--- src/hw/rtl/tnp_pkg.sv ---
// shared types and telnet constants for the telnet command parser
`timescale 1ns / 1ps
package tnp_pkg;

    // telnet command bytes
    localparam logic [7:0] TN_IAC  = 8'd255;
    localparam logic [7:0] TN_DONT = 8'd254;
    localparam logic [7:0] TN_DO   = 8'd253;
    localparam logic [7:0] TN_WONT = 8'd252;
    localparam logic [7:0] TN_WILL = 8'd251;
    localparam logic [7:0] TN_SB   = 8'd250;
    localparam logic [7:0] TN_NOP  = 8'd241;

    // option codes
    localparam logic [7:0] OPT_ECHO   = 8'd1;
    localparam logic [7:0] OPT_WINDOW = 8'd31;

    // subnegotiation bytes needed for a window size report
    localparam logic [2:0] NEED_BYTES = 3'd4;

    // result event kinds
    localparam logic [1:0] EV_DATA  = 2'd0;
    localparam logic [1:0] EV_TX    = 2'd1;
    localparam logic [1:0] EV_ECHO  = 2'd2;
    localparam logic [1:0] EV_WSIZE = 2'd3;

    // actions queued between the parser and the result expander
    typedef enum logic [2:0] {
        ACT_DATA  = 3'd0,
        ACT_NOP   = 3'd1,
        ACT_DONT  = 3'd2,
        ACT_ECHO  = 3'd3,
        ACT_WSIZE = 3'd4
    } t_act;

    typedef struct packed {
        t_act        act;
        logic [7:0]  value;
        logic [15:0] width;
        logic [15:0] height;
    } t_action;

endpackage

--- src/hw/rtl/telnet_command_parser_top.sv ---
// top level of the telnet command parser
`timescale 1ns / 1ps
// Telnet command parser. Received bytes are taken one per clock while full is low; the
// parser decodes IAC commands and queues at most one action per byte in a queue of
// QUEUE_DEPTH entries, and the expander turns the oldest action into its results, one
// result per clock while pop is held. A data byte gives one result, an IAC NOP reply
// two and an IAC WONT reply three; the first result of a request taken into an empty
// queue shows on the result ports the cycle after. Sustained input rate is one byte per
// cycle as long as results are taken at the rate they are made; the queue depth sets
// how long the result side may stall before full rises.
module telnet_command_parser_top #(
    parameter int QUEUE_DEPTH = 4
) (
    input  logic        i_clk,
    input  logic        i_rst_n,
    input  logic        push,
    output logic        full,
    input  logic [7:0]  i_rx_byte,
    output logic        empty,
    input  logic        pop,
    output logic [1:0]  o_event_kind,
    output logic [7:0]  o_byte_value,
    output logic [15:0] o_window_width,
    output logic [15:0] o_window_height,
    output logic        o_last
);
    import tnp_pkg::*;

    logic    accept;
    logic    act_valid;
    t_action action;
    logic    q_full;
    logic    q_empty;
    t_action head;
    logic    deq;

    assign accept = push && !q_full;
    assign full   = q_full;

    tnp_front u_front (
        .i_clk       (i_clk),
        .i_rst_n     (i_rst_n),
        .i_accept    (accept),
        .i_rx_byte   (i_rx_byte),
        .o_act_valid (act_valid),
        .o_action    (action)
    );

    tnp_queue #(
        .DEPTH (QUEUE_DEPTH)
    ) u_queue (
        .i_clk    (i_clk),
        .i_rst_n  (i_rst_n),
        .i_push   (act_valid),
        .i_action (action),
        .i_pop    (deq),
        .o_full   (q_full),
        .o_empty  (q_empty),
        .o_head   (head)
    );

    tnp_back u_back (
        .i_clk           (i_clk),
        .i_rst_n         (i_rst_n),
        .i_head_valid    (!q_empty),
        .i_head          (head),
        .i_pop           (pop),
        .o_deq           (deq),
        .o_empty         (empty),
        .o_event_kind    (o_event_kind),
        .o_byte_value    (o_byte_value),
        .o_window_width  (o_window_width),
        .o_window_height (o_window_height),
        .o_last          (o_last)
    );

endmodule

--- src/hw/rtl/tnp_front.sv ---
// byte parser: walks the telnet command grammar and emits one action per byte at most
`timescale 1ns / 1ps
module tnp_front (
    input  logic             i_clk,
    input  logic             i_rst_n,
    input  logic             i_accept,
    input  logic [7:0]       i_rx_byte,
    output logic             o_act_valid,
    output tnp_pkg::t_action o_action
);
    import tnp_pkg::*;

    typedef enum logic [6:0] {
        ST_DATA    = 7'b0000001,
        ST_CMD     = 7'b0000010,
        ST_NEGO    = 7'b0000100,
        ST_SBOPT   = 7'b0001000,
        ST_SBFIRST = 7'b0010000,
        ST_SBDATA  = 7'b0100000,
        ST_SBEND   = 7'b1000000
    } t_state;

    t_state      r_state, n_state;
    logic [7:0]  r_verb, n_verb;
    logic        r_win, n_win;
    logic [2:0]  r_count, n_count;
    logic [31:0] r_bytes, n_bytes;

    logic        keep_ok;
    logic [2:0]  kept_count;
    logic [31:0] kept_bytes;

    // first four subnegotiation data bytes are kept, first one highest
    assign keep_ok    = (r_count < NEED_BYTES);
    assign kept_count = keep_ok ? (r_count + 3'd1) : r_count;
    assign kept_bytes = keep_ok ? {r_bytes[23:0], i_rx_byte} : r_bytes;

    always_comb begin
        n_state     = r_state;
        n_verb      = r_verb;
        n_win       = r_win;
        n_count     = r_count;
        n_bytes     = r_bytes;
        o_act_valid = 1'b0;
        o_action    = '{act: ACT_DATA, value: i_rx_byte, width: 16'd0, height: 16'd0};
        if (i_accept) begin
            unique case (r_state)
                ST_CMD: begin
                    if (i_rx_byte >= TN_WILL && i_rx_byte <= TN_DONT) begin
                        n_verb  = i_rx_byte;
                        n_state = ST_NEGO;
                    end else if (i_rx_byte == TN_SB) begin
                        n_state = ST_SBOPT;
                    end else begin
                        if (i_rx_byte == TN_NOP) begin
                            o_act_valid  = 1'b1;
                            o_action.act = ACT_NOP;
                        end
                        n_state = ST_DATA;
                    end
                end
                ST_NEGO: begin
                    if (r_verb == TN_DONT) begin
                        o_act_valid  = 1'b1;
                        o_action.act = ACT_DONT;
                    end else if (r_verb == TN_DO && i_rx_byte == OPT_ECHO) begin
                        o_act_valid  = 1'b1;
                        o_action.act = ACT_ECHO;
                    end
                    n_state = ST_DATA;
                end
                ST_SBOPT: begin
                    n_win   = (i_rx_byte == OPT_WINDOW);
                    n_count = 3'd0;
                    n_bytes = 32'd0;
                    n_state = ST_SBFIRST;
                end
                ST_SBFIRST: begin
                    // first data byte is data even if it is iac
                    n_count = kept_count;
                    n_bytes = kept_bytes;
                    n_state = ST_SBDATA;
                end
                ST_SBDATA: begin
                    if (i_rx_byte == TN_IAC) begin
                        n_state = ST_SBEND;
                    end else begin
                        n_count = kept_count;
                        n_bytes = kept_bytes;
                    end
                end
                ST_SBEND: begin
                    if (r_win && r_count >= NEED_BYTES) begin
                        o_act_valid     = 1'b1;
                        o_action.act    = ACT_WSIZE;
                        o_action.width  = r_bytes[31:16];
                        o_action.height = r_bytes[15:0];
                    end
                    n_state = ST_DATA;
                end
                default: begin
                    if (i_rx_byte == TN_IAC) begin
                        n_state = ST_CMD;
                    end else begin
                        o_act_valid  = 1'b1;
                        o_action.act = ACT_DATA;
                    end
                end
            endcase
        end
    end

    always_ff @(posedge i_clk) begin
        if (!i_rst_n) begin
            r_state <= ST_DATA;
            r_verb  <= 8'd0;
            r_win   <= 1'b0;
            r_count <= 3'd0;
        end else begin
            r_state <= n_state;
            r_verb  <= n_verb;
            r_win   <= n_win;
            r_count <= n_count;
        end
    end

    always_ff @(posedge i_clk) begin
        r_bytes <= n_bytes;
    end

endmodule

--- src/hw/rtl/tnp_queue.sv ---
// small register queue of parsed actions between parser and expander
`timescale 1ns / 1ps
module tnp_queue #(
    parameter int DEPTH = 4
) (
    input  logic             i_clk,
    input  logic             i_rst_n,
    input  logic             i_push,
    input  tnp_pkg::t_action i_action,
    input  logic             i_pop,
    output logic             o_full,
    output logic             o_empty,
    output tnp_pkg::t_action o_head
);
    import tnp_pkg::*;

    localparam int PTR_W = (DEPTH > 1) ? $clog2(DEPTH) : 1;
    localparam int CNT_W = $clog2(DEPTH + 1);

    t_action            r_mem [DEPTH];
    logic [PTR_W-1:0]   r_wr, n_wr;
    logic [PTR_W-1:0]   r_rd, n_rd;
    logic [CNT_W-1:0]   r_cnt, n_cnt;

    assign o_full  = (r_cnt == CNT_W'(DEPTH));
    assign o_empty = (r_cnt == '0);
    assign o_head  = r_mem[r_rd];

    always_comb begin
        n_wr = r_wr;
        n_rd = r_rd;
        if (i_push) begin
            n_wr = (r_wr == PTR_W'(DEPTH - 1)) ? '0 : r_wr + 1'b1;
        end
        if (i_pop) begin
            n_rd = (r_rd == PTR_W'(DEPTH - 1)) ? '0 : r_rd + 1'b1;
        end
        case ({i_push, i_pop})
            2'b10:   n_cnt = r_cnt + 1'b1;
            2'b01:   n_cnt = r_cnt - 1'b1;
            default: n_cnt = r_cnt;
        endcase
    end

    always_ff @(posedge i_clk) begin
        if (!i_rst_n) begin
            r_wr  <= '0;
            r_rd  <= '0;
            r_cnt <= '0;
        end else begin
            r_wr  <= n_wr;
            r_rd  <= n_rd;
            r_cnt <= n_cnt;
        end
    end

    always_ff @(posedge i_clk) begin
        if (i_push) begin
            r_mem[r_wr] <= i_action;
        end
    end

endmodule

--- src/hw/rtl/tnp_back.sv ---
// result expander: turns the oldest queued action into one to three results
`timescale 1ns / 1ps
module tnp_back (
    input  logic             i_clk,
    input  logic             i_rst_n,
    input  logic             i_head_valid,
    input  tnp_pkg::t_action i_head,
    input  logic             i_pop,
    output logic             o_deq,
    output logic             o_empty,
    output logic [1:0]       o_event_kind,
    output logic [7:0]       o_byte_value,
    output logic [15:0]      o_window_width,
    output logic [15:0]      o_window_height,
    output logic             o_last
);
    import tnp_pkg::*;

    // index of the result within the current action
    logic [1:0] r_sub, n_sub;

    always_comb begin
        o_event_kind    = EV_DATA;
        o_byte_value    = 8'd0;
        o_window_width  = 16'd0;
        o_window_height = 16'd0;
        o_last          = 1'b1;
        unique case (i_head.act)
            ACT_DATA: begin
                o_byte_value = i_head.value;
            end
            ACT_NOP: begin
                o_event_kind = EV_TX;
                o_byte_value = (r_sub == 2'd0) ? TN_IAC : TN_NOP;
                o_last       = (r_sub == 2'd1);
            end
            ACT_DONT: begin
                // reply iac wont <option>
                o_event_kind = EV_TX;
                case (r_sub)
                    2'd0:    o_byte_value = TN_IAC;
                    2'd1:    o_byte_value = TN_WONT;
                    default: o_byte_value = i_head.value;
                endcase
                o_last = (r_sub == 2'd2);
            end
            ACT_ECHO: begin
                o_event_kind = EV_ECHO;
            end
            ACT_WSIZE: begin
                o_event_kind    = EV_WSIZE;
                o_window_width  = i_head.width;
                o_window_height = i_head.height;
            end
            default: begin
                o_event_kind = EV_DATA;
            end
        endcase
    end

    assign o_empty = !i_head_valid;
    assign o_deq   = i_head_valid && i_pop && o_last;

    always_comb begin
        n_sub = r_sub;
        if (i_head_valid && i_pop) begin
            n_sub = o_last ? 2'd0 : r_sub + 2'd1;
        end
    end

    always_ff @(posedge i_clk) begin
        if (!i_rst_n) begin
            r_sub <= 2'd0;
        end else begin
            r_sub <= n_sub;
        end
    end

endmodule
--- config.mk ---
export PLATFORM = sky130hd
export DESIGN_NAME = telnet_command_parser_top
export DESIGN_NICKNAME = d
export VERILOG_FILES = /design/src/hw/rtl/tnp_pkg.sv /design/src/hw/rtl/telnet_command_parser_top.sv /design/src/hw/rtl/tnp_front.sv /design/src/hw/rtl/tnp_queue.sv /design/src/hw/rtl/tnp_back.sv
export SDC_FILE = /design/constraint.sdc
export NUM_CORES = 1
export LEC_CHECK = 0
export ABC_AREA = 1
export BUFFER_PORTS_ARGS = -buffer_cell sky130_fd_sc_hd__buf_4
export CAP_MARGIN = 30
export CORE_MARGIN = 8
export CORE_UTILIZATION = 55
export DETAILED_ROUTE_END_ITERATION = 12
export GPL_ROUTABILITY_DRIVEN = 0
export PLACE_DENSITY = 0.81
export SETUP_SLACK_MARGIN = 0.4
export SLEW_MARGIN = 10
export SYNTH_ARGS = -nofsm -noshare
export SYNTH_HDL_FRONTEND = slang
export SYNTH_SLANG_ARGS = --single-unit
--- constraint.sdc ---
create_clock -name i_clk -period 3.7 [get_ports i_clk]
set_input_delay 0.185 -clock i_clk [delete_from_list [all_inputs] [get_ports i_clk]]
set_output_delay 0.185 -clock i_clk [all_outputs]
set_load 0.01 [all_outputs]
==> reports/metrics.yaml <==
status: "completed"
area_delta_synth_final_pct: 14.2
path_cells: "inv_2 > buf_4 > a21oi_1 > o311ai_0 > buf_4"
path_clk_slew_ps: 60
path_max_fanout: 48
wl_per_cell_um: 17.4
critical_path.top_delay_family: "buffers and inverters"
numCtsBuffers: 23
ys_types: 39
die_w_um: 151
drtPass1Iterations: 5
grt_usage_pct: 19.6
synth.top_cell.area_share_pct: 60.9
vias: 7169
drt_iter0_drc: 702
power_density_nw_per_um2: 695
crit_cells: 5
cp.required_ps: 3510
maxSlewViolCount: 0
rsz0062_at_grt: "false"
setup.worst_path.start_class: "flip-flop"
ioPinCount: 57
viasPerCell: 5.61
hold_viol_final: 0
cts_max_path_buffers: 3
finalClockSkew_ps: 15.3
nets: 1056
ys_seq_elements: 234
drive_above_1_share_pct: 12.0
syn-cell-area_um2: 10100
p_leak_uw: 0.00451
grt_max_degree: 80
max_freq_mhz: 338
syn_inst: 975
htreeDepth: 1
worstSetupPathType: "flip-flop to output port"
ir_drop_v: 0.000415
numPortBuffers: 56
crit_path_top_delay_cell: "buf_4"
cp-end-kind: "output port"
finalSetupViolCount: 0
cap_viol_max_count: 0
first_global_vias: 7195
insertion_delay_ps: 510
start_util_pct: 56.0
n_antenna_cell: 0
yosys-top-cells-area: "edfxtp_1 61%, nor2_1 10%, dfxtp_1 6.0%"
maxSlewHeadroom_pct: 42.1
final.period_utilization_pct: 79.9
rows: 49
slowest_delay_ps: 530
antenna_found_initial: 0
cts_tree: "yes"
cts_root_buffer: "clkbuf_16"
ff2ff_setup_slack_ps: 750
worst_pin_slew_ps: 869
final_common_cell: "nor2_1"
critPathBufInv: 3
fin_tns_setup_ps: 0
yosys_warnings: 0
drc: 0
grt_overflow_total: 0
rr_worst_depth: 18
critPathMostFrequentCell: "buf_4"
syn_nets: 998
cts_resized: 0
cp.arrival_ps: 2770
design.die.area_um2: 22900
place_hpwl_mm: 13.1
avgSynthCellArea_um2: 10.3
synth_top_area_cell: "edfxtp_1"
whs_ps: 123
layout_common_cells: "277 x nor2_1, 204 x edfxtp_1, 94 x a21oi_1, 90 x nand2_1, 78 x o21ai_0"
yosysSeqAreaShare_pct: 66.8
fin_crit_ps: 2960
core_area_um2: 18000
wl_mm: 22.2
grt_pass1_wl_mm: 35.8
cts.sinks: 234
holdPathStages: 4
hold_class: "primary input to flip-flop"
die_y_um: 151
ant_nets: 0
## what timing repair did
item | 4_1_cts | 5_1_grt
buffers inserted | 0 | 0
hold buffers | 9 | 0
endpoints found under the hold margin | 35 | 0
## worst reg2reg max path, delay by kind of cell (launching register included)
family	cells	cell delay, ps
AOI/OAI and AO/OA	4	450
adders and majority gates	2	520
buffers and inverters	4	670
DFF	1	360
and+or+nand+nor	8	840
## per-layer routing
layer | track usage (%) | routed length (um)
met1 | 24.9 | 9120
met2 | 33.3 | 11000
met3 | 3.08 | 1600
met4 | 7.22 | 497
met5 | 0 | 0
## metrics by stage
step	setup slack (ps)	utilization (%)	instance area (um2)	std cells	power, uW
floorplan	264	-	10100	975	4840
global placement	920	59.6	10700	1228	5760
detailed placement	806	59.6	10700	1228	5850
CTS	758	64.0	11500	1279	8030
global route	485	64.0	11500	1279	8380
finish	743	64.0	11500	1279	7980
## registers in the layout, indices dropped and copies added (netlist names), named ones only
name / flops
u_back.r_sub: 2
u_front.r_bytes: 32
u_front.r_count: 3
u_front.r_state: 7
u_front.r_verb: 8
u_front.r_win: 1
u_queue.r_cnt: 3
u_queue.r_mem: 172
u_queue.r_rd: 2
u_queue.r_wr: 2
## where the power goes
group          internal [uW]  leakage (uW)  switching, uW
Combinational            944       0.00197           1710
Clock                   1230      0.000329            945
Sequential              3080       0.00221           78.3
## cells in the mapped netlist (all sizes together)
cell    number
or2          1
buf         19
edfxtp     204
a221oi       1
nand3       21
clkinv       1
a31oi        2
nand4        7
dfxtp       30
xor2         1
a32o         6
nor3         4
a31o         1
o211ai       1
nor2       284
nand2       98
clkbuf      26
ha          10
o311ai       2
a21boi       1
o21ai       80
fa           1
inv         77
a21oi       94
a211oi       2
o21a         1
## cell families (layout without fill, tap and decap cells)
logic type | count (synthesis) | after routing | synth area share, %
simple gates | 415 | 415 | 16.6
flops | 234 | 234 | 66.8
xor+xnor | 1 | 1 | 0.0870
compound gates | 191 | 191 | 10.1
buf+inv | 123 | 198 | 4.88
fa+ha+maj | 11 | 11 | 1.44
## path summary, 6_finish.rpt
path	from	end
min reg2reg	u_front.r_count[1]	u_front.r_count[1]
max reg2reg	flip-flop	u_queue.r_cnt[2]
min	pop	u_back.r_sub[1]
max	flip-flop	o_byte_value[3]
## area by class of cell
cell class	count	area [um2]
clock buffer	32	609
clock inverter	10	82.6
fill	1300	6470
inverter	78	298
multi-input combinational	618	2880
sequential	234	6730
tap	229	287
timing repair buffer	78	608
Note: power is estimated with default switching activity, not from simulation.
